## config.mk

```make
export PLATFORM = sky130hd
export DESIGN_NAME = acr_chan_div
export DESIGN_NICKNAME = d
export VERILOG_FILES = /design/src/hdl/acr_pkg.sv /design/src/hdl/acr_chan_div.sv
export SDC_FILE = /design/constraint.sdc
export NUM_CORES = 2
export LEC_CHECK = 0
export BUFFER_PORTS_ARGS = -buffer_cell sky130_fd_sc_hd__buf_2
export CAP_MARGIN = 20
export CORE_ASPECT_RATIO = 0.8
export CORE_UTILIZATION = 30
export DETAILED_ROUTE_END_ITERATION = 10
export GPL_ROUTABILITY_DRIVEN = 0
export GPL_TIMING_DRIVEN = 1
export MAX_ROUTING_LAYER = met4
export PLACE_DENSITY = 0.44
export SLEW_MARGIN = 25
export SYNTH_ARGS = -nofsm -noshare
export SYNTH_HDL_FRONTEND = slang
export SYNTH_SLANG_ARGS = --single-unit
```

## constraint.sdc

```tcl
create_clock -name clk -period 20.3 [get_ports clk]
set_input_delay 3.045 -clock clk [delete_from_list [all_inputs] [get_ports clk]]
set_output_delay 3.045 -clock clk [all_outputs]
set_load 0.05 [all_outputs]
```

## src/hdl/acr_pkg.sv

```systemverilog
// Shared constants, types and register codes of the ADC-to-RGBA colour ramp.
// Used by every file of the block; depends on nothing.
package acr_pkg;

  // Sizes of the ramp and of the position format.
  localparam int MAX_STOPS     = 6;
  localparam int POS_FRAC_BITS = 16;
  localparam int POS_W         = POS_FRAC_BITS + 1;

  // Field widths.
  localparam int SAMPLE_W  = 16;
  localparam int RAW_W     = SAMPLE_W - 1;
  localparam int FS_W      = 15;
  localparam int CNT_W     = 3;
  localparam int CHAN_W    = 8;
  localparam int NUM_CHANS = 4;
  localparam int COLOR_W   = CHAN_W * NUM_CHANS;
  localparam int STOP_W    = COLOR_W + POS_W;
  localparam int IDX_W     = (MAX_STOPS > 1) ? $clog2(MAX_STOPS) : 1;

  // Configuration port.
  localparam int CFG_IDX_W  = 4;
  localparam int CFG_DATA_W = STOP_W;

  // Datapath widths.
  localparam int REM_W = FS_W + 1;
  localparam int MUL_W = CHAN_W + POS_W;
  localparam int DVD_W = MUL_W + 2;
  localparam int DVS_W = POS_W + 1;

  // Register indexes.
  localparam logic [CFG_IDX_W-1:0] REG_STOP_COUNT = CFG_IDX_W'(0);
  localparam logic [CFG_IDX_W-1:0] REG_FULL_SCALE = CFG_IDX_W'(1);
  localparam logic [CFG_IDX_W-1:0] REG_STOP_FIRST = CFG_IDX_W'(2);

  typedef logic [POS_W-1:0] pos_t;
  typedef logic [CHAN_W-1:0] chan_t;
  // Index NUM_CHANS-1 is red, index 0 is alpha, matching the stop packing.
  typedef chan_t [NUM_CHANS-1:0] color_t;

  typedef struct packed {
    pos_t   pos;
    color_t color;
  } stop_t;

  typedef stop_t [MAX_STOPS-1:0] stop_set_t;

  // Division request for the four channel lanes.
  typedef struct packed {
    logic [DVS_W-1:0]                  dvs;
    logic [NUM_CHANS-1:0][DVD_W-1:0]   dvd;
  } div_req_t;

  localparam pos_t POS_ONE = pos_t'(1) << POS_FRAC_BITS;
  localparam pos_t POS_MAX = '1;

  // Reset values.
  localparam logic [CNT_W-1:0] STOP_COUNT_RST = CNT_W'(2);
  localparam logic [FS_W-1:0]  FULL_SCALE_RST = FS_W'(4095);
  localparam stop_t            STOP_1_RST     = '{pos: POS_ONE, color: '1};
  // Whole stop set after reset: the second stop is white at 1.0, all else zero.
  localparam stop_set_t        STOPS_RST      = stop_set_t'(STOP_1_RST) << STOP_W;

endpackage

```

## src/hdl/acr_chan_div.sv

```systemverilog
// Four-lane pipelined restoring divider giving the rounded channel values.
// One quotient bit per stage across all lanes; depends on acr_pkg.
module acr_chan_div (
  input  logic              clk,
  input  logic              rst,
  input  logic              in_valid,
  output logic              in_ready,
  input  acr_pkg::div_req_t req,
  output logic              out_valid,
  input  logic              out_ready,
  output acr_pkg::color_t   color
);

  localparam int STAGES = acr_pkg::CHAN_W;

  logic [STAGES-1:0] vld;
  logic [STAGES:0]   rdy;

  logic [acr_pkg::NUM_CHANS-1:0][acr_pkg::DVD_W-1:0] rem [STAGES];
  logic [acr_pkg::DVS_W-1:0]                         dvs [STAGES];
  acr_pkg::color_t                                   quo [STAGES];

  assign rdy[STAGES] = out_ready;
  for (genvar k = 0; k < STAGES; k++) begin : g_rdy
    assign rdy[k] = !vld[k] || rdy[k+1];
  end
  assign in_ready = rdy[0];

  for (genvar k = 0; k < STAGES; k++) begin : g_stage
    logic                                              src_vld;
    logic [acr_pkg::NUM_CHANS-1:0][acr_pkg::DVD_W-1:0] src_rem;
    logic [acr_pkg::DVS_W-1:0]                         src_dvs;
    acr_pkg::color_t                                   src_quo;
    logic [acr_pkg::DVD_W-1:0]                         shifted;
    logic [acr_pkg::NUM_CHANS-1:0][acr_pkg::DVD_W-1:0] nxt_rem;
    acr_pkg::color_t                                   nxt_quo;

    // Stage zero takes the request, later stages the previous stage.
    if (k == 0) begin : g_head
      assign src_vld = in_valid;
      assign src_rem = req.dvd;
      assign src_dvs = req.dvs;
      assign src_quo = '0;
    end else begin : g_body
      assign src_vld = vld[k-1];
      assign src_rem = rem[k-1];
      assign src_dvs = dvs[k-1];
      assign src_quo = quo[k-1];
    end

    assign shifted = acr_pkg::DVD_W'(src_dvs) << (STAGES - 1 - k);

    // Trial subtraction in each lane.
    for (genvar c = 0; c < acr_pkg::NUM_CHANS; c++) begin : g_lane
      logic take;
      assign take       = src_rem[c] >= shifted;
      assign nxt_rem[c] = take ? src_rem[c] - shifted : src_rem[c];
      assign nxt_quo[c] = src_quo[c] | (acr_pkg::chan_t'(take) << (STAGES - 1 - k));
    end

    always_ff @(posedge clk) begin
      if (rst) begin
        vld[k] <= 1'b0;
      end else if (rdy[k]) begin
        vld[k] <= src_vld;
      end
    end

    always_ff @(posedge clk) begin
      if (rdy[k] && src_vld) begin
        rem[k] <= nxt_rem;
        dvs[k] <= src_dvs;
        quo[k] <= nxt_quo;
      end
    end
  end

  assign out_valid = vld[STAGES-1];
  assign color     = quo[STAGES-1];

endmodule

```

==> impl_metrics.toml <==
[die]
die_w_um = 524
dieArea_um2 = 220000
core_area_um2 = 215000
die_h_um = 419
pin_count = 164
rows = 152
initial_core_util_pct = 30.3

[critical_path]
crit_path_max_incr_delay_ps = 440
regToRegSetupSlack_ps = 15710
r2r-start = "dvs[0][1]"
critPathSlowestCell = "nor2b_1"
end_kind = "output pin"
cp.arrival_ps = 5080
path_buf_inv = 3
crit_chain = "buf_2, nor2b_1, and3_1, and2_1, nand3_1, inv_1, nand3_1, buf_2"
worstReg2RegEnd = "rem[1][107]"
startpoint_type = "input port"
rr_worst_depth = 12
crit_family = "simple AND/OR/NAND/NOR gates"
required_ps = 17260
worstPathMaxFanout = 5
startpoint = "out_ready"
path_class = "input port to output pin"

[route]
drtIter0Drc = 3498
vias_per_cell = 5.07
ant_nets = 0
vias = 47082
wl_per_cell_um = 20.8
drt_pre_antenna_iters = 5
routed_wl_mm = 194
drc = 0

[grt]
grt.overflow.total = 0
antenna_found_initial = 0
grt.total_usage_pct = 17.8
grt_pass1_wl_mm = 285
grt_pass1_vias = 44815
grt_start_max_net_pins = 87

[power_and_ir_drop]
fin_total_pwr_mw = 6.02
power_density_nw_per_um2 = 81.8
ir_drop_mv = 0.0696
p_leak_nw = 27.5

[logic_synthesis]
yosysSeqAreaShare_pct = 47.4
synth_fp_nets = 6872
yosys_warnings = 0
synth_edf_count = 1026
synth_area_per_cell_um2 = 10.6
synth_seq_cells = 1034
synthesis.area_um2 = 65300
synthArstFlopShare_pct = 0
ys.flop_type = "edfxtp_1"
syn_inst = 6138
ys_types = 85

[sta]
setup-violations-final = 0
post-route-min-period_ps = 8130
fmax_ghz = 0.123
relSlewSlack_pct = 32.5
hold_viol = 0
worst_pin_slew_ps = 1010
rsz0062_at_grt = "no"
setup-tns-final_ps = 0
timing.final.crit_share_pct = 40.0
finalMaxSlewViolations = 0
clock_skew_ps = 60.0

[outcome]
status = "finished, final reports clean"

[layout]
diodes = 0
syn_to_final_growth_pct = 12.7
stdcell_count = 9288
multiInputGateArea_um2 = 32800
drive_gt1_share_pct = 8.60
seq_area_um2 = 31000
nets = 7078
nFillCells = 21474

[cts]
clk_latency_ps = 790
cts-hold-fix-buffers = 0
cts.path.max_buffers = 3
clock_sinks = 1034
cts_tree = "built"
cts.clk_slew.worst_paths_ps = 60
cts_buffers = 117
cts_root_buf = "clkbuf_16"
htree_levels = 3
cts_setup_buffers = 0
cts_resized = 0

[placement]
place_inst = 9073
post-dp-hpwl_mm = 156
portBuffers = 163

[job]
drv_cap = 0

[worst_hold_path]
worstHoldPathCells = 0
worstHoldPathType = "flip-flop to flip-flop"
whs_endpoint = "quo[1][36]"
hold_start = "quo[1][4]"
==> sequential cells by signal, summed over array words and instances, names as in the netlist <==
register and flops:
dvs 126, g_stage.src_vld 7, quo 144, rem 756
out_valid 1
==> per-layer routing <==
layer / vias up / part of all wire, % / global-route usage [%]
li1: 23452 / - / -
met1: 22138 / 51 / 25.6
met2: 1207 / 42 / 25.8
met3: 285 / 4.1 / 1.96
met4: 0 / 3.5 / 5.86
met5: - / 0 / -
==> power by group <==
part	switching, mW	total (mW)	internal, mW	leakage, nW
Combinational	0.696	1.19	0.495	16.3
Sequential	0.106	2.63	2.53	9.33
Clock	0.941	2.20	1.26	1.91
==> per-stage QoR <==
| step | util, % | setup WS [ps] | hold slack (ps) | area, um2 |
|---|---|---|---|---|
| floorplan | - | 5160 | 400 | 65300 |
| global placement | 32.3 | 12140 | 404 | 69700 |
| detailed placement | 32.3 | 12130 | 405 | 69700 |
| CTS | 34.2 | 12120 | 416 | 73600 |
| global route | 34.2 | 12000 | 421 | 73600 |
| finish | 34.2 | 12170 | 414 | 73600 |
==> final cells by class <==
class,instances,area share (%)
clock buffers,139,4.09
clock inverters,75,1.25
inverters,338,1.72
multi-input cells,4649,44.5
flip-flops and latches,1034,42.1
well taps,2849,4.84
repair buffers,204,1.54
==> worst max path at each step <==
stage	endpoint	slack, ps	depth (start not counted)
6_report	in_ready	12170	8
5_1_grt	in_ready	12000	8
4_1_cts	in_ready	12120	8
3_5_place_dp	in_ready	12130	8
3_3_place_gp	in_ready	12140	8
2_1_floorplan	dvs[6][0]	5160	2
==> cell usage after synthesis, types with 81 or more instances <==
cell      instances  area share (%)
edfxtp_1       1026              47
ha_1            576              11
a21oi_1         533             4.1
nor2_1          471             2.7
nand2_1         444             2.6
o21ai_0         419             3.2
inv_1           338             1.9
xnor2_1         278             3.7
xor2_1          233             3.1
a21o_1          180             2.1
nor3_1          143             1.1
mux2_2          114             2.0
nand3_1         100            0.77
clkbuf_1         98            0.56
nor2b_1          98            0.94
o21a_1           88             1.0
nand2b_1         81            0.78
==> cell families (layout without fill, tap and decap cells) <==
family / after synthesis / after routing / synth area share (%)
compound gates: 1690 / 1690 / 16.1
xor+xnor: 511 / 511 / 6.85
fa+ha+maj: 604 / 604 / 11.9
buf+inv: 455 / 756 / 2.67
flops: 1034 / 1034 / 47.4
mux: 130 / 130 / 2.21
simple gates: 1714 / 1714 / 12.9
==> layout by cell type (no fill, tap or decap), drive strengths merged, types with 145 or more instances in the layout <==
cell,netlist,final
inv,338,345
buf,19,204
a21o,180,180
edfxtp,1026,1026
xor2,233,233
xnor2,278,278
nor2,471,471
nor3,145,145
nand2,444,444
o21ai,421,421
a21oi,533,533
ha,576,576
(Power assumes the default switching activity.)
