===== src/hdl/acr_pkg.sv =====
// Shared constants, types and register codes of the ADC-to-RGBA colour ramp.
// Used by every file of the block; depends on nothing.
package acr_pkg;

  // Sizes of the ramp and of the position format.
  localparam int MAX_STOPS     = 6;
  localparam int POS_FRAC_BITS = 16;
  localparam int POS_W         = POS_FRAC_BITS + 1;

  // Field widths.
  localparam int SAMPLE_W  = 16;
  localparam int RAW_W     = SAMPLE_W - 1;
  localparam int FS_W      = 15;
  localparam int CNT_W     = 3;
  localparam int CHAN_W    = 8;
  localparam int NUM_CHANS = 4;
  localparam int COLOR_W   = CHAN_W * NUM_CHANS;
  localparam int STOP_W    = COLOR_W + POS_W;
  localparam int IDX_W     = (MAX_STOPS > 1) ? $clog2(MAX_STOPS) : 1;

  // Configuration port.
  localparam int CFG_IDX_W  = 4;
  localparam int CFG_DATA_W = STOP_W;

  // Datapath widths.
  localparam int REM_W = FS_W + 1;
  localparam int MUL_W = CHAN_W + POS_W;
  localparam int DVD_W = MUL_W + 2;
  localparam int DVS_W = POS_W + 1;

  // Register indexes.
  localparam logic [CFG_IDX_W-1:0] REG_STOP_COUNT = CFG_IDX_W'(0);
  localparam logic [CFG_IDX_W-1:0] REG_FULL_SCALE = CFG_IDX_W'(1);
  localparam logic [CFG_IDX_W-1:0] REG_STOP_FIRST = CFG_IDX_W'(2);

  typedef logic [POS_W-1:0] pos_t;
  typedef logic [CHAN_W-1:0] chan_t;
  // Index NUM_CHANS-1 is red, index 0 is alpha, matching the stop packing.
  typedef chan_t [NUM_CHANS-1:0] color_t;

  typedef struct packed {
    pos_t   pos;
    color_t color;
  } stop_t;

  typedef stop_t [MAX_STOPS-1:0] stop_set_t;

  // Division request for the four channel lanes.
  typedef struct packed {
    logic [DVS_W-1:0]                  dvs;
    logic [NUM_CHANS-1:0][DVD_W-1:0]   dvd;
  } div_req_t;

  localparam pos_t POS_ONE = pos_t'(1) << POS_FRAC_BITS;
  localparam pos_t POS_MAX = '1;

  // Reset values.
  localparam logic [CNT_W-1:0] STOP_COUNT_RST = CNT_W'(2);
  localparam logic [FS_W-1:0]  FULL_SCALE_RST = FS_W'(4095);
  localparam stop_t            STOP_1_RST     = '{pos: POS_ONE, color: '1};
  // Whole stop set after reset: the second stop is white at 1.0, all else zero.
  localparam stop_set_t        STOPS_RST      = stop_set_t'(STOP_1_RST) << STOP_W;

endpackage


===== src/hdl/acr_pos_div.sv =====
// Pipelined restoring divider that turns a sample into a saturated position.
// One quotient bit per stage; depends on acr_pkg.
module acr_pos_div (
  input  logic                                clk,
  input  logic                                rst,
  input  logic                                in_valid,
  output logic                                in_ready,
  input  logic signed [acr_pkg::SAMPLE_W-1:0] sample,
  input  logic [acr_pkg::FS_W-1:0]            fs,
  output logic                                out_valid,
  input  logic                                out_ready,
  output acr_pkg::pos_t                       z
);

  localparam int STAGES = acr_pkg::POS_W;

  logic [STAGES-1:0]        vld;
  logic [STAGES:0]          rdy;
  logic [acr_pkg::REM_W-1:0] rem [STAGES];
  acr_pkg::pos_t             quo [STAGES];
  logic [STAGES-1:0]        sat;

  logic [acr_pkg::REM_W-1:0] raw_ext;
  logic [acr_pkg::REM_W-1:0] fs_ext;
  logic                      sat0;
  logic                      top_bit;

  // A stage can take an item when it is empty or its item moves on.
  assign rdy[STAGES] = out_ready;
  for (genvar k = 0; k < STAGES; k++) begin : g_rdy
    assign rdy[k] = !vld[k] || rdy[k+1];
  end
  assign in_ready = rdy[0];

  // First stage: negative samples become zero, overflow is detected up front
  // (quotient reaches two exactly when the sample is at least twice the full
  // scale), and the top quotient bit is decided.
  assign raw_ext = sample[acr_pkg::SAMPLE_W-1] ? '0 :
                   acr_pkg::REM_W'(sample[acr_pkg::RAW_W-1:0]);
  assign fs_ext  = acr_pkg::REM_W'(fs);
  assign sat0    = raw_ext >= {fs, 1'b0};
  assign top_bit = raw_ext >= fs_ext;

  always_ff @(posedge clk) begin
    if (rst) begin
      vld[0] <= 1'b0;
    end else if (rdy[0]) begin
      vld[0] <= in_valid;
    end
  end

  always_ff @(posedge clk) begin
    if (rdy[0] && in_valid) begin
      rem[0] <= top_bit ? raw_ext - fs_ext : raw_ext;
      quo[0] <= acr_pkg::pos_t'(top_bit) << (STAGES - 1);
      sat[0] <= sat0;
    end
  end

  // Remaining stages: shift the remainder, compare, subtract.
  for (genvar k = 1; k < STAGES; k++) begin : g_stage
    logic [acr_pkg::REM_W-1:0] sh;
    logic                      take;

    assign sh   = {rem[k-1][acr_pkg::REM_W-2:0], 1'b0};
    assign take = sh >= fs_ext;

    always_ff @(posedge clk) begin
      if (rst) begin
        vld[k] <= 1'b0;
      end else if (rdy[k]) begin
        vld[k] <= vld[k-1];
      end
    end

    always_ff @(posedge clk) begin
      if (rdy[k] && vld[k-1]) begin
        rem[k] <= take ? sh - fs_ext : sh;
        quo[k] <= quo[k-1] | (acr_pkg::pos_t'(take) << (STAGES - 1 - k));
        sat[k] <= sat[k-1];
      end
    end
  end

  assign out_valid = vld[STAGES-1];
  assign z         = sat[STAGES-1] ? acr_pkg::POS_MAX : quo[STAGES-1];

endmodule


===== config.mk =====
export PLATFORM = sky130hd
export DESIGN_NAME = acr_pos_div
export DESIGN_NICKNAME = d
export VERILOG_FILES = /design/src/hdl/acr_pkg.sv /design/src/hdl/acr_pos_div.sv
export SDC_FILE = /design/constraint.sdc
export NUM_CORES = 1
export LEC_CHECK = 0
export ABC_AREA = 1
export BUFFER_PORTS_ARGS = -buffer_cell sky130_fd_sc_hd__buf_4
export CAP_MARGIN = 0
export CORE_ASPECT_RATIO = 0.8
export CORE_UTILIZATION = 40
export DETAILED_ROUTE_END_ITERATION = 7
export SYNTH_ARGS = -nofsm -noshare
export SYNTH_HDL_FRONTEND = slang
export SYNTH_SLANG_ARGS = --single-unit

===== constraint.sdc =====
create_clock -name clk -period 2.4 [get_ports clk]
set_clock_uncertainty 0.2 [all_clocks]
set_input_delay 0 -clock clk [delete_from_list [all_inputs] [get_ports clk]]
set_output_delay 0 -clock clk [all_outputs]
set_load 0.03 [all_outputs]

==> flow_summary.ini <==
[drt]
wirelength_um = 82970
drc = 0
first_pass_iters = 7
drt_iter0_drc = 1670
postRouteAntennaNets = 0
wl_per_cell_um = 17.99
via_count = 24172
viasPerCell = 5.240

[floorplan]
dieHeight_um = 236.3
io_pins = 54
core_area_um2 = 67530
die_x_um = 294.9
rows = 85
start_util = 0.4064
die-area_um2 = 69670

[critical_path]
slowest_delay_ns = 0.53
start_kind = flip-flop
reg2reg_depth = 11
worst_ep_required_time_ns = 2.63
r2r_slack_ns = -0.18
r2r-end = rem[0][76]$_DFFE_PP_
r2r-start = rem[0][55]$_DFFE_PP_
path_class = flip-flop to flip-flop
crit_fanout = 6
crit_chain = ha_4 -> nand2_4 -> nor2_4 -> inv_2 -> nor4_2 -> buf_4 -> nand4_1 -> nand3_4 -> buf_12 -> nor2_2 -> a31oi_1
end_kind = flip-flop
critPathSlowestCell = edfxtp_1
crit_arrival_ns = 2.81

[sta]
min_period_ns = 2.579
setup-violations-final = 116
holdWs_ns = 0.02502
finalHoldViolations = 0
slew-limit-headroom = 0.2720
finalWorstSetupSlack_ns = -0.1792
maxSlewViolCount = 0
worst_pin_slew_ns = 1.091
grt_setup_unrepaired = true
fmax_mhz = 387.7
fin_crit_sh = 1.075

[yosys]
synth_cell_types = 50
ys_ff_latch = 427
synthesis.nets = 3261
ys_warn_count = 0
synth_async_sr_flop_share = 0
syn_area_per_cell_um2 = 9.328
synth_edf_count = 410
syn-cell-area_um2 = 27440
ys_seq_area_frac = 0.4610
ys.flop_type = edfxtp_1
netlist_instances = 2942

[status]
violations = negative setup slack
status = complete, but fails checks

[placed_design]
dpl.hpwl_um = 56850
dp_slack_ns = -0.3377
placed_area_um2 = 32640
place.port_buffers = 53
place.gp.congestion = 0.8978

[clock_tree]
clk_latency_ns = 0.60
cts_buffers = 46
clkTransAtPathRegs_ns = 0.07
h-tree-depth = 2
cts_tree = done
cts.sinks = 427
cts-root-buf = clkbuf_16
clock_path_buffers = 3

[pwr]
p_total_mw = 21.70
power_density_nw_per_um2 = 545.6
ir_worst_vdd_mv = 0.4742
power.leakage_nw = 16.52

[finish]
drive_gt1_frac = 0.3824
final_core_util = 0.5890
area_delta_synth_final_pct = 44.95
diodes = 0
num-nets-final = 3981
stdcell_area_um2 = 39780

[global_route]
antenna_found_initial = 1
globalRouteOverflowTotal = 0
grt_pass1_wl_um = 124600
track_usage = 0.2260
grt_max_degree = 30
grt_pass1_vias = 23330

[job]
max_cap_violations = 0

[min_path]
hold_end = rem[0][0]$_DFFE_PP_
hold_start = fs[0]
holdPathStages = 5
worstHoldPathType = input port to flip-flop
[worst max-delay path: cells and delay by family (launching register included)]
| family | cells | cell delay, ns |
|---|---|---|
| AOI/OAI and AO/OA | 1 | 0.16 |
| and+or+nand+nor | 6 | 0.85 |
| buffers and inverters | 3 | 0.35 |
| adders and majority gates | 1 | 0.35 |
| DFF | 1 | 0.53 |
[kinds of logic after synthesis]
family | share of synthesized area
flip-flops | 0.4610
AO/OA/AOI/OAI | 0.1191
AND/OR/NAND/NOR | 0.1871
XOR/XNOR | 0.05074
buffers and inverters | 0.04819
adder cells (fa/ha/maj) | 0.1339
[worst max path at each step]
stage / endpoint / slack (ns) / start / depth (start not counted)
final: rem[0][76]$_DFFE_PP_ / -0.18 / rem[0][55]$_DFFE_PP_ / 11
after global routing: in_ready / -0.26 / vld[15]$_SDFFE_PP0P_ / 11
after CTS: in_ready / -0.27 / out_valid$_SDFFE_PP0P_ / 11
after detailed placement: rem[0][61]$_DFFE_PP_ / -0.34 / rem[0][34]$_DFFE_PP_ / 12
after global placement: rem[0][56]$_DFFE_PP_ / -0.38 / rem[0][34]$_DFFE_PP_ / 12
after floorplan: rem[0][11]$_DFFE_PP_ / 0.02 / sample[15] / 17
[state kept, by name, indices dropped and copies added (netlist names)]
signal     count
sat           17
rem          240
vld           16
quo          153
out_valid      1
[layout by cell type (no fill, tap or decap), drive strengths merged, types with 82 or more instances in the layout]
master,synthesis,layout
edfxtp,410,410
o21ai,98,98
ha,268,268
nand3,116,120
nor2,345,345
buf,35,656
nand2,535,535
inv,277,285
a21oi,391,391
xor2,82,82
[cells in the mapped netlist, types with 16 or more instances]
cell type  number  area share
a21oi_1       386       0.070
a31oi_1        23      0.0052
dfxtp_1        17       0.012
edfxtp_1      410        0.45
fa_1           16       0.012
ha_1          268        0.12
inv_1         276       0.038
nand2_1       528       0.072
nand3_1        98       0.018
nand4_1        32      0.0073
nor2_1        338       0.046
nor3_1         60       0.011
nor4_1         26      0.0059
o21ai_0        59       0.011
o21ai_1        24      0.0044
o31ai_1        34      0.0093
or2_2          25      0.0057
xnor2_1        77       0.025
xor2_1         82       0.026
[area by class of cell]
cell class / instances / area [um2]
flip-flops and latches: 427 / 12650
clock inverters: 31 / 471.7
well taps: 913 / 1142
fillers: 5486 / 27750
inverters: 278 / 1047
repair buffers: 707 / 6389
clock buffers: 55 / 1246
multi-input cells: 2202 / 16830
[per-stage QoR]
step	TNS (ns)	cells
after global placement	-10.66	4322
after CTS	-9.411	4528
after detailed placement	-17.79	4322
final	-5.583	4613
after global routing	-28.54	4613
after floorplan	0	2942
[power by group]
part           internal [mW]  switching [mW]  total [mW]
Clock                   4.85            3.21        8.06
Sequential              8.36           0.118        8.48
Combinational           2.42            2.75        5.16
Total                   15.6            6.07        21.7
[what timing repair did]
action,in CTS,in global routing
endpoints found under the hold margin,102,0
gates resized for setup,294,529
endpoints found under the setup margin,212,347
gates cloned,12,10
buffers inserted,70,83
pin swaps,78,179
hold buffers,43,0
[per-layer routing]
| metal | wire, um | global-route usage | vias up |
|---|---|---|---|
| li1 | - | - | 11802 |
| met1 | 38430 | 0.3221 | 11661 |
| met2 | 38850 | 0.3615 | 583 |
| met3 | 3765 | 0.02723 | 126 |
| met4 | 1928 | 0.05950 | 0 |
| met5 | 0 | 0 | - |
Note: power is estimated with default switching activity, not from simulation.
