**config.mk**
```make
export PLATFORM = sky130hd
export DESIGN_NAME = acr_seg
export DESIGN_NICKNAME = d
export VERILOG_FILES = /design/src/hdl/acr_pkg.sv /design/src/hdl/acr_seg.sv
export SDC_FILE = /design/constraint.sdc
export NUM_CORES = 2
export LEC_CHECK = 0
export BUFFER_PORTS_ARGS = -buffer_cell sky130_fd_sc_hd__buf_4
export CAP_MARGIN = 20
export CORE_ASPECT_RATIO = 1.75
export CORE_UTILIZATION = 60
export CTS_BUF_LIST = sky130_fd_sc_hd__clkbuf_4 sky130_fd_sc_hd__clkbuf_8 sky130_fd_sc_hd__clkbuf_16
export DETAILED_ROUTE_END_ITERATION = 8
export MAX_ROUTING_LAYER = met4
export PLACE_DENSITY = 0.79
export SLEW_MARGIN = 10
export SYNTH_ARGS = -nofsm -noshare
export SYNTH_HDL_FRONTEND = slang
export SYNTH_SLANG_ARGS = --single-unit
export TNS_END_PERCENT = 100
```
**constraint.sdc**
```tcl
create_clock -name clk -period 52.8 [get_ports clk]
set_input_delay 2.64 -clock clk [delete_from_list [all_inputs] [get_ports clk]]
set_output_delay 2.64 -clock clk [all_outputs]
set_load 0.05 [all_outputs]
```
**src/hdl/acr_pkg.sv**
```systemverilog
// Shared constants, types and register codes of the ADC-to-RGBA colour ramp.
// Used by every file of the block; depends on nothing.
package acr_pkg;

  // Sizes of the ramp and of the position format.
  localparam int MAX_STOPS     = 6;
  localparam int POS_FRAC_BITS = 16;
  localparam int POS_W         = POS_FRAC_BITS + 1;

  // Field widths.
  localparam int SAMPLE_W  = 16;
  localparam int RAW_W     = SAMPLE_W - 1;
  localparam int FS_W      = 15;
  localparam int CNT_W     = 3;
  localparam int CHAN_W    = 8;
  localparam int NUM_CHANS = 4;
  localparam int COLOR_W   = CHAN_W * NUM_CHANS;
  localparam int STOP_W    = COLOR_W + POS_W;
  localparam int IDX_W     = (MAX_STOPS > 1) ? $clog2(MAX_STOPS) : 1;

  // Configuration port.
  localparam int CFG_IDX_W  = 4;
  localparam int CFG_DATA_W = STOP_W;

  // Datapath widths.
  localparam int REM_W = FS_W + 1;
  localparam int MUL_W = CHAN_W + POS_W;
  localparam int DVD_W = MUL_W + 2;
  localparam int DVS_W = POS_W + 1;

  // Register indexes.
  localparam logic [CFG_IDX_W-1:0] REG_STOP_COUNT = CFG_IDX_W'(0);
  localparam logic [CFG_IDX_W-1:0] REG_FULL_SCALE = CFG_IDX_W'(1);
  localparam logic [CFG_IDX_W-1:0] REG_STOP_FIRST = CFG_IDX_W'(2);

  typedef logic [POS_W-1:0] pos_t;
  typedef logic [CHAN_W-1:0] chan_t;
  // Index NUM_CHANS-1 is red, index 0 is alpha, matching the stop packing.
  typedef chan_t [NUM_CHANS-1:0] color_t;

  typedef struct packed {
    pos_t   pos;
    color_t color;
  } stop_t;

  typedef stop_t [MAX_STOPS-1:0] stop_set_t;

  // Division request for the four channel lanes.
  typedef struct packed {
    logic [DVS_W-1:0]                  dvs;
    logic [NUM_CHANS-1:0][DVD_W-1:0]   dvd;
  } div_req_t;

  localparam pos_t POS_ONE = pos_t'(1) << POS_FRAC_BITS;
  localparam pos_t POS_MAX = '1;

  // Reset values.
  localparam logic [CNT_W-1:0] STOP_COUNT_RST = CNT_W'(2);
  localparam logic [FS_W-1:0]  FULL_SCALE_RST = FS_W'(4095);
  localparam stop_t            STOP_1_RST     = '{pos: POS_ONE, color: '1};
  // Whole stop set after reset: the second stop is white at 1.0, all else zero.
  localparam stop_set_t        STOPS_RST      = stop_set_t'(STOP_1_RST) << STOP_W;

endpackage

```
**src/hdl/acr_seg.sv**
```systemverilog
// Stop search, weight computation and channel products of the colour ramp.
// Four register stages feeding the channel dividers; depends on acr_pkg.
module acr_seg (
  input  logic                          clk,
  input  logic                          rst,
  input  logic                          in_valid,
  output logic                          in_ready,
  input  acr_pkg::pos_t                 z,
  input  acr_pkg::stop_set_t            stops,
  input  logic [acr_pkg::IDX_W-1:0]     last_idx,
  output logic                          out_valid,
  input  logic                          out_ready,
  output acr_pkg::div_req_t             req
);

  localparam int STAGES = 4;

  logic [STAGES-1:0] vld;
  logic [STAGES:0]   rdy;

  assign rdy[STAGES] = out_ready;
  for (genvar k = 0; k < STAGES; k++) begin : g_rdy
    assign rdy[k] = !vld[k] || rdy[k+1];
  end
  assign in_ready = rdy[0];

  always_ff @(posedge clk) begin
    if (rst) begin
      vld <= '0;
    end else begin
      for (int k = 0; k < STAGES; k++) begin
        if (rdy[k]) begin
          vld[k] <= (k == 0) ? in_valid : vld[(k == 0) ? 0 : k - 1];
        end
      end
    end
  end

  // Stage A: find the enclosing pair of stops. At either end the segment is
  // replaced by positions 0 and 1 with the point at 1, which reproduces the
  // end stop's colour exactly through the interpolation.
  logic                       at_first;
  logic                       at_last;
  logic [acr_pkg::IDX_W-1:0]  up_idx;
  logic [acr_pkg::IDX_W-1:0]  lo_idx;
  acr_pkg::color_t            sel_lo;
  acr_pkg::color_t            sel_hi;
  acr_pkg::pos_t              sel_z0;
  acr_pkg::pos_t              sel_z1;
  acr_pkg::pos_t              sel_z;

  assign at_first = z <= stops[0].pos;
  assign at_last  = z >= stops[last_idx].pos;

  always_comb begin
    up_idx = last_idx;
    for (int i = acr_pkg::MAX_STOPS - 2; i >= 1; i--) begin
      if (acr_pkg::IDX_W'(i) < last_idx && stops[i].pos >= z) begin
        up_idx = acr_pkg::IDX_W'(i);
      end
    end
  end

  assign lo_idx = up_idx - acr_pkg::IDX_W'(1);

  always_comb begin
    if (at_first) begin
      sel_lo = stops[0].color;
      sel_hi = stops[0].color;
      sel_z0 = '0;
      sel_z1 = acr_pkg::pos_t'(1);
      sel_z  = acr_pkg::pos_t'(1);
    end else if (at_last) begin
      sel_lo = stops[last_idx].color;
      sel_hi = stops[last_idx].color;
      sel_z0 = '0;
      sel_z1 = acr_pkg::pos_t'(1);
      sel_z  = acr_pkg::pos_t'(1);
    end else begin
      sel_lo = stops[lo_idx].color;
      sel_hi = stops[up_idx].color;
      sel_z0 = stops[lo_idx].pos;
      sel_z1 = stops[up_idx].pos;
      sel_z  = z;
    end
  end

  acr_pkg::color_t a_lo, a_hi;
  acr_pkg::pos_t   a_z0, a_z1, a_z;

  always_ff @(posedge clk) begin
    if (rdy[0] && in_valid) begin
      a_lo <= sel_lo;
      a_hi <= sel_hi;
      a_z0 <= sel_z0;
      a_z1 <= sel_z1;
      a_z  <= sel_z;
    end
  end

  // Stage B: weights of the two stops and the segment span.
  acr_pkg::color_t b_lo, b_hi;
  acr_pkg::pos_t   b_wlo, b_whi, b_span;

  always_ff @(posedge clk) begin
    if (rdy[1] && vld[0]) begin
      b_lo   <= a_lo;
      b_hi   <= a_hi;
      b_wlo  <= a_z1 - a_z;
      b_whi  <= a_z - a_z0;
      b_span <= a_z1 - a_z0;
    end
  end

  // Stage C: one product per stop and channel.
  logic [acr_pkg::NUM_CHANS-1:0][acr_pkg::MUL_W-1:0] c_plo, c_phi;
  acr_pkg::pos_t                                     c_span;

  always_ff @(posedge clk) begin
    if (rdy[2] && vld[1]) begin
      for (int c = 0; c < acr_pkg::NUM_CHANS; c++) begin
        c_plo[c] <= acr_pkg::MUL_W'(b_lo[c]) * acr_pkg::MUL_W'(b_wlo);
        c_phi[c] <= acr_pkg::MUL_W'(b_hi[c]) * acr_pkg::MUL_W'(b_whi);
      end
      c_span <= b_span;
    end
  end

  // Stage D: rounding dividend 2*num + span over divisor 2*span.
  logic [acr_pkg::NUM_CHANS-1:0][acr_pkg::MUL_W:0] c_sum;

  always_comb begin
    for (int c = 0; c < acr_pkg::NUM_CHANS; c++) begin
      c_sum[c] = (acr_pkg::MUL_W + 1)'(c_plo[c]) + (acr_pkg::MUL_W + 1)'(c_phi[c]);
    end
  end

  always_ff @(posedge clk) begin
    if (rdy[3] && vld[2]) begin
      for (int c = 0; c < acr_pkg::NUM_CHANS; c++) begin
        req.dvd[c] <= acr_pkg::DVD_W'({c_sum[c], 1'b0}) + acr_pkg::DVD_W'(c_span);
      end
      req.dvs <= {c_span, 1'b0};
    end
  end

  assign out_valid = vld[STAGES-1];

endmodule

```
==> run_results.csv <==
group,metric,value,unit
yosys,synthMuxAreaShare,3.22,%
grt,antenna_found_initial,14,
clock_network,ctsResizeCount,0,
grt,grt_overflow,0,
yosys,synthAdderAreaFrac,31.6,%
critical_path,path_max_fanout,43,
yosys,netlist.area_leader.share,23.4,%
die,die_area,0.123,mm²
routing,via_per_inst,6.21,
sta,relSlewSlack,22.0,%
power_and_ir_drop,ir_drop,38.6,µV
yosys,yosysMostFrequentCell,"inv_1",
sta,hold_viol,0,
yosys,synth_edf_count,568,
power_and_ir_drop,power_density,58.5,mW/mm²
routing,wl_per_cell,22.1,µm
cells_and_area,ff_latch_area,0.0171,mm²
yosys,synth-compound-area-share,14.0,%
cells_and_area,finish.utilization,65.9,%
critical_path,worst_path_max_delay_cell,"clkinv_2",
sta,max_freq,114,MHz
yosys,yosys_warnings,0,
die,coreArea,0.121,mm²
yosys,synth_top_area_cell,"edfxtp_1",
clock_network,clk_latency,0.67,ns
yosys,synthCells,7600,
clock_network,cts_tree,"built",
critical_path,crit_path_max_incr_delay,1.12,ns
yosys,ys_seq_elements,572,
grt,grt_pass1_vias,61400,
routing,antenna_left,0,
die,rows,169,
clock_network,cts_buffers,55,
yosys,ys_seq_area_share,23.5,%
routing,drtIter0Drc,4736,
critical_path,cp-end-kind,"register",
routing,firstDrtPassIters,6,
placed_design,portBuffers,444,
outcome,status,"complete, no violations",
die,initial_core_util,60.4,%
clock_network,clkTransAtPathRegs,0.08,ns
worst_hold_path,worstHoldStart,"c_span[0]$_DFFE_PP_",
die,ios,446,
worst_hold_path,hold_path_class,"reg2reg",
routing,totalWireLength,210000,µm
sta,period_share,16.6,%
clock_network,postCtsSetupRepairBufs,0,
grt,grt_usage,35.2,%
sta,tightest_slew,1.17,ns
critical_path,worstPathCellList,"buf_4, inv_1, ha_1, a21o_1, a21o_1, a21oi_1, nand2_1, o211ai_1, o21ba_2, o2bb2ai_4, nand2_4, clkinv_2, ha_1, nor3b_1, and4b_1, buf_4, a2bb2o_1, o2111ai_1",
yosys,yosys.area_share.simple,16.5,%
critical_path,worst-setup-path-type,"in2reg",
cells_and_area,fin_nets,9539,
critical_path,timing.rr.start,"b_lo[27]$_DFFE_PP_",
die,die_y,464,µm
sta,finalSetupTns,0,ns
cells_and_area,design_area,0.0797,mm²
placed_design,gp_congestion,0.985,
clock_network,root_buffer,"clkbuf_16",
sta,setup_viol,0,
routing,drc,0,
placed_design,hpwl,164000,µm
yosys,synth.top_cells.by_area,"edfxtp_1 (23%), fa_1 (20%), ha_1 (12%)",
sta,post-route-min-period,8.74,ns
cells_and_area,multiInputGateArea,0.0508,mm²
placed_design,dpl-instance-area,0.0777,mm²
sta,slew_violations,0,
yosys,synth_nets,9324,
critical_path,cp-startpoint,"z[10]",
yosys,netlist_area,0.0730,mm²
cells_and_area,drive_gt1_share,9.16,%
sta,finClkSkew,0.0217,ns
yosys,synth_top_family_by_area,"adder cells",
grt,grt_max_degree,144,
sta,hold_ws,0.413,ns
power_and_ir_drop,power,4.66,mW
grt,grt_pass1_wl,328000,µm
clock_network,clock_path_buffers,3,
cells_and_area,nFillCells,9799,
power_and_ir_drop,power.leakage,36.3,nW
yosys,avgSynthCellArea,9.61,µm²
routing,dr_total_vias,58943,
critical_path,arrival,9.23,ns
yosys,synth.distinct_cells,101,
critical_path,required,53.29,ns
cells_and_area,syn_to_final_growth,9.07,%
clock_network,cts_max_level,2,
die,die_w,266,µm
clock_network,cts_sinks,572,
clock_network,cts_hold_buf,0,
yosys,synth-xor-area-share,4.07,%
yosys,async_reset_ff_share,0,%
yosys,synth_ff_type,"edfxtp_1",
sta,rsz0062_at_grt,"false",
critical_path,startpoint_type,"input pin",
job,cap_viol_max_count,0,
yosys,netlist_top_cells_count,"inv_1 (1016), and2_1 (953), fa_1 (731), ha_1 (675), edfxtp_1 (568)",
## critical path, delay by kind of cell
kind / cells / cell delay [ns]
adders and majority gates: 2 / 1.03
and+or+nand+nor: 4 / 1.58
AOI/OAI and AO/OA: 8 / 2.00
buffers and inverters: 4 / 1.91
## path summary, 6_finish.rpt
| path | cells past startpoint | slack (ns) | end |
|---|---|---|---|
| setup / recovery | 18 | 44.06 | a_lo[2]$_DFFE_PP_ |
| hold reg to reg | 0 | 0.41 | req[0]$_DFFE_PP_ |
| hold / removal | 0 | 0.41 | req[0]$_DFFE_PP_ |
| setup reg to reg | 17 | 46.49 | c_plo[99]$_DFFE_PP_ |
## routing by layer
metal	vias to the layer above	routed length (µm)	global-route usage, %
met4	0	14700	21.8
li1	26436	-	-
met2	2788	106000	60.7
met5	-	0	-
met1	28939	74800	38.2
met3	780	14500	4.67
## where the power goes
group | internal (mW) | switching (mW)
clock network | 0.237 | 0.189
registers | 0.769 | 0.0525
logic | 1.40 | 2.01
total | 2.40 | 2.26
## logic make-up (layout without fill, tap and decap cells)
group           Yosys count  in the layout
fa+ha+maj              1406           1406
flops                   572            572
simple gates           2203           2203
buf+inv                1375           1634
compound gates         1473           1473
mux                     231            231
xor+xnor                339            339
other cells               1             15
## area by class of cell
class                   instances  area share (%)
repair buffers                515            4.89
inverters                    1018            4.80
diodes                         14          0.0440
clock buffers                  63            1.85
multi-input cells            5653            63.8
clock inverters                38           0.556
flip-flops and latches        572            21.5
well taps                    1624            2.55
## sequential cells by signal (all words and copies together), names as in the netlist
| register | flops |
|---|---|
| vld | 4 |
| b_hi | 32 |
| req | 121 |
| a_hi | 32 |
| b_span | 17 |
| a_z1 | 17 |
| b_wlo | 17 |
| c_plo | 100 |
| b_whi | 17 |
| c_phi | 100 |
| a_z0 | 17 |
| a_z | 17 |
| c_span | 17 |
| a_lo | 32 |
| b_lo | 32 |
## cell usage in the layout (no fill, tap or decap), types with 17 or more instances in the layout
| cell | instances |
|---|---|
| mux2i_1 | 198 |
| inv_1 | 1016 |
| xnor2_1 | 236 |
| o221ai_1 | 33 |
| a31oi_1 | 24 |
| fa_1 | 731 |
| nor2b_1 | 56 |
| a211oi_1 | 36 |
| nand4_1 | 34 |
| o22ai_1 | 18 |
| nand2b_1 | 78 |
| a2111oi_0 | 40 |
| ha_1 | 675 |
| mux2_2 | 33 |
| nor3_1 | 107 |
| or3_1 | 29 |
| a221oi_1 | 39 |
| and2_1 | 953 |
| nor2_1 | 251 |
| o21bai_1 | 36 |
| a21oi_1 | 347 |
| buf_4 | 513 |
| o21ai_0 | 240 |
| nand3_1 | 159 |
| a21o_1 | 121 |
| o2111ai_1 | 121 |
| a211o_1 | 19 |
| a2bb2o_1 | 63 |
| clkbuf_16 | 57 |
| edfxtp_1 | 568 |
| o211ai_1 | 73 |
| xor2_1 | 103 |
| and3_1 | 97 |
| o21a_1 | 66 |
| nand2_1 | 360 |
| a21boi_0 | 54 |
| o21ai_1 | 17 |
## metrics by stage
stage                     worst slack, ns  std cells
after floorplan                     33.33       7600
after detailed placement            43.57       9381
after CTS                           44.25       9482
after global routing                43.84       9494
final                               44.06       9497
after global placement              43.67       9381
Power figures use the tool's default switching activity.
